File: config.mk
export PLATFORM = sky130hd
export DESIGN_NAME = cpts_lane
export DESIGN_NICKNAME = d
export VERILOG_FILES = /design/src/hw/rtl/cpts_pkg.sv /design/src/hw/rtl/cpts_lane.sv
export SDC_FILE = /design/constraint.sdc
export NUM_CORES = 2
export LEC_CHECK = 0
export BUFFER_PORTS_ARGS = -buffer_cell sky130_fd_sc_hd__buf_2
export CORE_MARGIN = 2
export CORE_UTILIZATION = 55
export CTS_CLUSTER_DIAMETER = 40
export CTS_CLUSTER_SIZE = 28
export DETAILED_ROUTE_END_ITERATION = 6
export PLACE_DENSITY = 0.8
export SLEW_MARGIN = 0
export SYNTH_ARGS = -nofsm -noshare
export SYNTH_HDL_FRONTEND = slang
export SYNTH_SLANG_ARGS = --single-unit
File: constraint.sdc
create_clock -name clk_i -period 8.2 [get_ports clk_i]
set_input_delay 0.41 -clock clk_i [delete_from_list [all_inputs] [get_ports clk_i]]
set_output_delay 0.41 -clock clk_i [all_outputs]
set_load 0.02 [all_outputs]
File: src/hw/rtl/cpts_pkg.sv
// ----------------------------------------------------------------------------
// cpts_pkg
// Shared types, constants and helpers of the control point trilinear splat.
// ----------------------------------------------------------------------------
package cpts_pkg;

  localparam int GRID_EDGE       = 32;
  localparam int COORD_FRAC_BITS = 16;
  localparam int AXIS_W          = $clog2(GRID_EDGE);
  localparam int ADDR_W          = 3 * AXIS_W;
  localparam int VOX_COUNT       = GRID_EDGE * GRID_EDGE * GRID_EDGE;
  localparam int COORD_W         = 16;
  localparam int SIZE_W          = 6;
  localparam int WGT_W           = COORD_FRAC_BITS + 1;
  localparam int MAG_W           = COORD_W + 1;
  localparam int CONTRIB_W       = MAG_W + 1;
  localparam int GRAD_W          = 32;
  localparam int SSD_W           = 48;
  localparam int SQ_W            = 2 * COORD_W + 2;

  localparam logic [WGT_W-1:0]  COORD_ONE = WGT_W'(1) << COORD_FRAC_BITS;
  localparam logic [SSD_W-1:0]  SSD_MAX   = '1;
  localparam logic [SIZE_W-1:0] SIZE_EDGE = SIZE_W'(GRID_EDGE);

  typedef enum logic [1:0] {
    FUNC_SPLAT = 2'd0,
    FUNC_VOXEL = 2'd1,
    FUNC_SSD   = 2'd2
  } func_e;

  typedef enum logic [1:0] {
    REG_SIZE_X  = 2'd0,
    REG_SIZE_Y  = 2'd1,
    REG_SIZE_Z  = 2'd2,
    REG_THREE_D = 2'd3
  } cfg_reg_e;

  typedef enum logic [2:0] {
    S_CLEAR,
    S_IDLE,
    S_SETUP,
    S_CORNER,
    S_DRAIN,
    S_RDV,
    S_DONE
  } state_e;

  typedef struct packed {
    logic [1:0]         func;
    logic [COORD_W-1:0] bent_x;
    logic [COORD_W-1:0] bent_y;
    logic [COORD_W-1:0] bent_z;
    logic [COORD_W-1:0] flat_x;
    logic [COORD_W-1:0] flat_y;
    logic [COORD_W-1:0] flat_z;
    logic [4:0]         voxel_x;
    logic [4:0]         voxel_y;
    logic [4:0]         voxel_z;
  } in_word_t;

  typedef struct packed {
    logic signed [GRAD_W-1:0] grad_x;
    logic signed [GRAD_W-1:0] grad_y;
    logic signed [GRAD_W-1:0] grad_z;
    logic [SSD_W-1:0]         ssd_total;
    logic [3:0]               corners_dropped;
  } out_word_t;

  typedef struct packed {
    logic signed [GRAD_W-1:0] x;
    logic signed [GRAD_W-1:0] y;
    logic signed [GRAD_W-1:0] z;
  } grad_t;

  typedef struct packed {
    logic              en;
    logic [2:0]        mask;
    logic [ADDR_W-1:0] addr;
    grad_t             data;
  } wr_req_t;

  // size register as used: zero acts as one, above the edge acts as the edge
  function automatic logic [SIZE_W-1:0] clamp_size(input logic [SIZE_W-1:0] v);
    logic [SIZE_W-1:0] r;
    r = v;
    if (v == '0) r = SIZE_W'(1);
    else if (v > SIZE_EDGE) r = SIZE_EDGE;
    return r;
  endfunction

  // saturating add of a weighted contribution into a store entry
  function automatic logic signed [GRAD_W-1:0] sat_add(
      input logic signed [GRAD_W-1:0]    a,
      input logic signed [CONTRIB_W-1:0] c);
    logic signed [GRAD_W:0] s;
    logic signed [GRAD_W-1:0] r;
    s = {a[GRAD_W-1], a} + (GRAD_W+1)'(c);
    r = s[GRAD_W-1:0];
    if (s[GRAD_W] != s[GRAD_W-1]) begin
      r = s[GRAD_W] ? {1'b1, {(GRAD_W-1){1'b0}}} : {1'b0, {(GRAD_W-1){1'b1}}};
    end
    return r;
  endfunction

endpackage

File: src/hw/rtl/cpts_lane.sv
// ----------------------------------------------------------------------------
// cpts_lane
// Three-stage weighting pipeline of one axis: magnitude times wx, wy, wz,
// each product rounded half up back to the coordinate fraction, then signed.
// ----------------------------------------------------------------------------
module cpts_lane (
  input  logic                              clk_i,
  input  logic [cpts_pkg::MAG_W-1:0]        mag_i,
  input  logic                              neg_i,
  input  logic [cpts_pkg::WGT_W-1:0]        wx_i,
  input  logic [cpts_pkg::WGT_W-1:0]        wy_i,
  input  logic [cpts_pkg::WGT_W-1:0]        wz_i,
  output logic signed [cpts_pkg::CONTRIB_W-1:0] contrib_o
);
  import cpts_pkg::*;

  localparam int PROD_W = MAG_W + WGT_W;
  localparam logic [PROD_W-1:0] HALF = PROD_W'(1) << (COORD_FRAC_BITS - 1);

  logic [MAG_W-1:0] m1_q, m2_q;
  logic             neg1_q, neg2_q;
  logic [WGT_W-1:0] wy1_q, wz1_q, wz2_q;
  logic [PROD_W-1:0] p1, p2, p3;
  logic signed [CONTRIB_W-1:0] c_d, c_q;

  // rounded products, one per stage
  assign p1 = PROD_W'(mag_i) * PROD_W'(wx_i) + HALF;
  assign p2 = PROD_W'(m1_q) * PROD_W'(wy1_q) + HALF;
  assign p3 = PROD_W'(m2_q) * PROD_W'(wz2_q) + HALF;

  always_comb begin
    c_d = $signed({1'b0, p3[COORD_FRAC_BITS +: MAG_W]});
    if (neg2_q) c_d = -c_d;
  end

  // payload pipeline
  always_ff @(posedge clk_i) begin
    m1_q   <= p1[COORD_FRAC_BITS +: MAG_W];
    neg1_q <= neg_i;
    wy1_q  <= wy_i;
    wz1_q  <= wz_i;
    m2_q   <= p2[COORD_FRAC_BITS +: MAG_W];
    neg2_q <= neg1_q;
    wz2_q  <= wz1_q;
    c_q    <= c_d;
  end

  assign contrib_o = c_q;

endmodule

Word-level counts from Yosys, hierarchy flattened
Index checks and enable logic that the tools add are counted.
- bits in registers: 105
- bits of input ports: 70
- output and inout port bits: 18
- add/sub/neg operators: 4
- multipliers: 3
- muxes and demuxes: 1
- operator list (cell ; number):
    33-bit by 16-bit adder with 33-bit output, second input constant ; 3
    17-bit by 17-bit multiplier with 33-bit output ; 3
    17-bit negator with 18-bit output ; 1
    17-bit two-way mux ; 1

Depth between registers and ports, before layout
- depth after elaboration: 4
- depth in mapped cells: 27
- mapped depth without buffers: 26

Worst setup path before layout
No wires, ideal clock.
- kind: flip-flop to flip-flop
- from: reg wz2_q[2]
- to: reg c_q[17] (netlist: contrib_o[17])
- arrival: 5938 ps
- data required time: 8080 ps
- path slack: 2142 ps
- stages on the path, launching flop included: 23
- buffers on the path: 2
- clock period less this slack: 6058 ps
- path through: dfxtp_1 -> clkbuf_1 -> nand2_1 -> fa_1 -> fa_1 -> inv_1 -> fa_1 -> fa_1 -> fa_1 -> inv_1 -> fa_1 -> inv_1 -> ha_1 -> a21oi_2 -> o21ai_1 -> o31ai_4 -> nand3_1 -> a31oi_1 -> xor2_1 -> and4_1 -> buf_4 -> nand3_2 -> o31a_1
- longest elaborated chain between the ends: 3
- ends and longest elaborated chain (item ; line ; text):
    from (decl) ; cpts_lane.sv:22 ; logic [WGT_W-1:0] wy1_q, wz1_q, wz2_q;
    from (signal assigned) ; cpts_lane.sv:44 ; wz2_q <= wz1_q;
    17-bit by 17-bit multiplier with 33-bit output ; cpts_lane.sv:29 ; assign p3 = PROD_W'(m2_q) * PROD_W'(wz2_q) + HALF;
    33-bit by 16-bit adder with 33-bit output ; cpts_lane.sv:29 ;
    17-bit negator with 18-bit output ; cpts_lane.sv:33 ; if (neg2_q) c_d = -c_d;
    to (signal assigned) ; cpts_lane.sv:45 ; c_q <= c_d;
    to (decl) ; cpts_lane.sv:24 ; logic signed [CONTRIB_W-1:0] c_d, c_q;
Every way passes these cells.
A chain may end at the register's enable or synchronous reset.

Final worst setup path
- from: reg m2_q[11]
- to: reg c_q[16] (netlist: contrib_o[16])
- longest elaborated chain between the ends: 4
- ends and longest elaborated chain (item ; line ; text):
    from (decl) ; cpts_lane.sv:20 ; logic [MAG_W-1:0] m1_q, m2_q;
    from (signal assigned) ; cpts_lane.sv:42 ; m2_q <= p2[COORD_FRAC_BITS +: MAG_W];
    17-bit by 17-bit multiplier with 33-bit output (*) ; cpts_lane.sv:29 ;
    33-bit by 16-bit adder with 33-bit output (*) ; cpts_lane.sv:29 ;
    17-bit negator with 18-bit output ; cpts_lane.sv:33 ;
    17-bit two-way mux (*) ; cpts_lane.sv:33 ;
    named net c_d[16] ; cpts_lane.sv:24 ;
The timed path passes the listed nets; every way through them passes the cells marked *.

==> flow_summary.json <==
{
  "cp-start-kind": "flop",
  "worst_slack_ns": 1.377,
  "vias": 21086,
  "post_cts_buffers": 0,
  "tns_ns": 0,
  "slew_viol_final": 0,
  "critPathSlowestCell": "dfxtp_1",
  "r2r_cells": 21,
  "clockRootBuffer": "clkbuf_16",
  "grt_start_max_net_pins": 20,
  "fin_worst_skew_ns": 0.01201,
  "clk_latency_ns": 0.39,
  "hold_depth": 1,
  "drcViolationCount": 0,
  "die_w_microns": 236.8,
  "synthDistinctLibCells": 61,
  "crit_path_end_kind": "flop",
  "antenna_found_initial": 1,
  "final.min_clock_period_ns": 6.823,
  "hold_path_class": "in -> reg",
  "design_area_sq_um": 30950,
  "crit_path_cell_trace": "nand2_1 > fa_1 > fa_1 > inv_1 > fa_1 > inv_1 > fa_1 > fa_1 > fa_1 > inv_1 > ha_1 > a21oi_1 > o21ai_1 > nor2_1 > a31oi_1 > o21ai_2 > o21ai_0 > nor2_1 > xor2_1 > a41oi_1 > xor2_1",
  "critPathMaxStageDelay_ns": 0.82,
  "holdBufCountCts": 0,
  "ys_seq_area_frac": 0.07051,
  "grtUsageMet3": 0.03124,
  "crit_family": "adder cells",
  "synth_top_area_cell": "fa_1",
  "grt_overflow": 0,
  "io_pins": 88,
  "grt_pass1_wl_mm": 112.9,
  "ant_nets": 0,
  "drt_iter0_markers": 1335,
  "synth_top_area_share": 0.4492,
  "place_ws_ns": 1.436,
  "rows": 85,
  "ys_top_cells_by_area": "fa_1 45%, ha_1 14%, inv_1 9.7%",
  "clock_tree.buffer_depth": 2,
  "wl_mm": 65.36,
  "layout-drive-gt1-share": 0.03878,
  "final_cells": 3947,
  "clkTransAtPathRegs_ns": 0.08,
  "nets": 4321,
  "maxCapViolCount": 0,
  "track_usage": 0.2511,
  "first_pass_iters": 5,
  "path_depth": 21,
  "synth_warnings": 0,
  "syn_area_sq_um": 29810,
  "grt-busiest-layer": "met2",
  "critPathKind": "reg -> reg",
  "max_slew.worst_pin.slew_ns": 0.8331,
  "port-buffer-count": 87,
  "cp_num_buf_inv": 3,
  "dieArea_sq_um": 56080,
  "rsz0062_at_grt": "false",
  "grt_util_met1": 0.3358,
  "syn_area_per_cell_sq_um": 9.117,
  "fp.dieH_microns": 236.8,
  "core-area_sq_um": 53710,
  "wire_per_inst_microns": 16.56,
  "min_period_over_period": 0.8320,
  "cts_tree": "built",
  "cp_common_cell": "fa_1",
  "post-synth-top-count-cell": "inv_1",
  "hold_violations": 0,
  "ys_async_sr_fraction": 0,
  "finalSetupViolations": 0,
  "synthCells": 3270,
  "ctsResizeCount": 0,
  "dp_cells": 3930,
  "area_growth_pct": 3.827,
  "cp_max_fo": 17,
  "syn-num-nets": 4346,
  "synth_edf_count": 0,
  "synth_ff_type": "dfxtp_1",
  "yosys-top-cells-count": "769 x inv_1, 669 x fa_1, 527 x nand2_1, 369 x and2_1, 337 x ha_1",
  "grt_pass1_vias": 22893,
  "placed_area_sq_um": 30660,
  "synth-seq-cells": 105,
  "use_met2": 0.4260,
  "crit_arrival_ns": 7.10,
  "start_util": 0.5551,
  "dpl.hpwl_mm": 52.95,
  "drt-vias-per-instance": 5.342,
  "fmax_mhz": 146.6,
  "status": "finished clean",
  "worst_ep_required_time_ns": 8.48,
  "cts_htree_levels": 3,
  "numCtsBuffers": 9,
  "slew_headroom": 0.4438,
  "gp_congestion": 0.8811,
  "clock_sinks": 105
}
==> layout make-up <==
class / instances / area [sq um]
inverter: 769 / 2887
multi-input combinational: 2269 / 24340
antenna: 2 / 5.005
fill: 4525 / 22750
timing repair buffer: 91 / 465.4
sequential: 105 / 2102
tap: 696 / 870.8
clock buffer: 9 / 225.2
clock inverter: 6 / 58.81
==> cells in the final DEF, fill, tap and decap left out, types with 42 or more instances in the layout <==
cell type / n
xnor2_1: 42
nand2_1: 527
and2_1: 369
inv_1: 769
dfxtp_1: 105
a21oi_1: 46
ha_1: 337
buf_2: 87
fa_1: 669
nor2_1: 53
==> per-stage QoR <==
stage                     hold slack [ns]  utilization
final                              0.1090       0.5763
after global routing              0.09814       0.5763
after floorplan                    0.3096            -
after detailed placement           0.3142       0.5709
after global placement             0.3113       0.5709
after CTS                         0.09599       0.5762
==> cell families after synthesis <==
logic type	after synthesis	share of synthesized area
buf+inv	896	0.1131
compound gates	165	0.03811
flops	105	0.07051
simple gates	1029	0.1673
fa+ha+maj	1006	0.5907
mux	2	0.0006715
xor+xnor	67	0.01968
==> path summary, 6_finish.rpt <==
path / startpoint / to / slack, ns
min: wz_i[4] / wz1_q[4] / 0.11
max: m2_q[11] / contrib_o[16] / 1.38
max reg2reg: m2_q[11] / contrib_o[16] / 1.38
min reg2reg: wz1_q[11] / wz2_q[11] / 0.33
==> per-layer routing <==
layer,share of wire,vias up
met5,0,-
met4,0.028,0
met3,0.062,121
met2,0.49,717
met1,0.42,10707
li1,-,9541
==> state kept, by name (all words and copies together) (netlist names) <==
name / flops
m1_q: 17
m2_q: 17
wy1_q: 17
contrib_o: 18
wz1_q: 17
neg2_q: 1
wz2_q: 17
neg1_q: 1
Power is not shown: default switching activity piles up to over one toggle a cycle in this logic, so the estimate is an artifact.
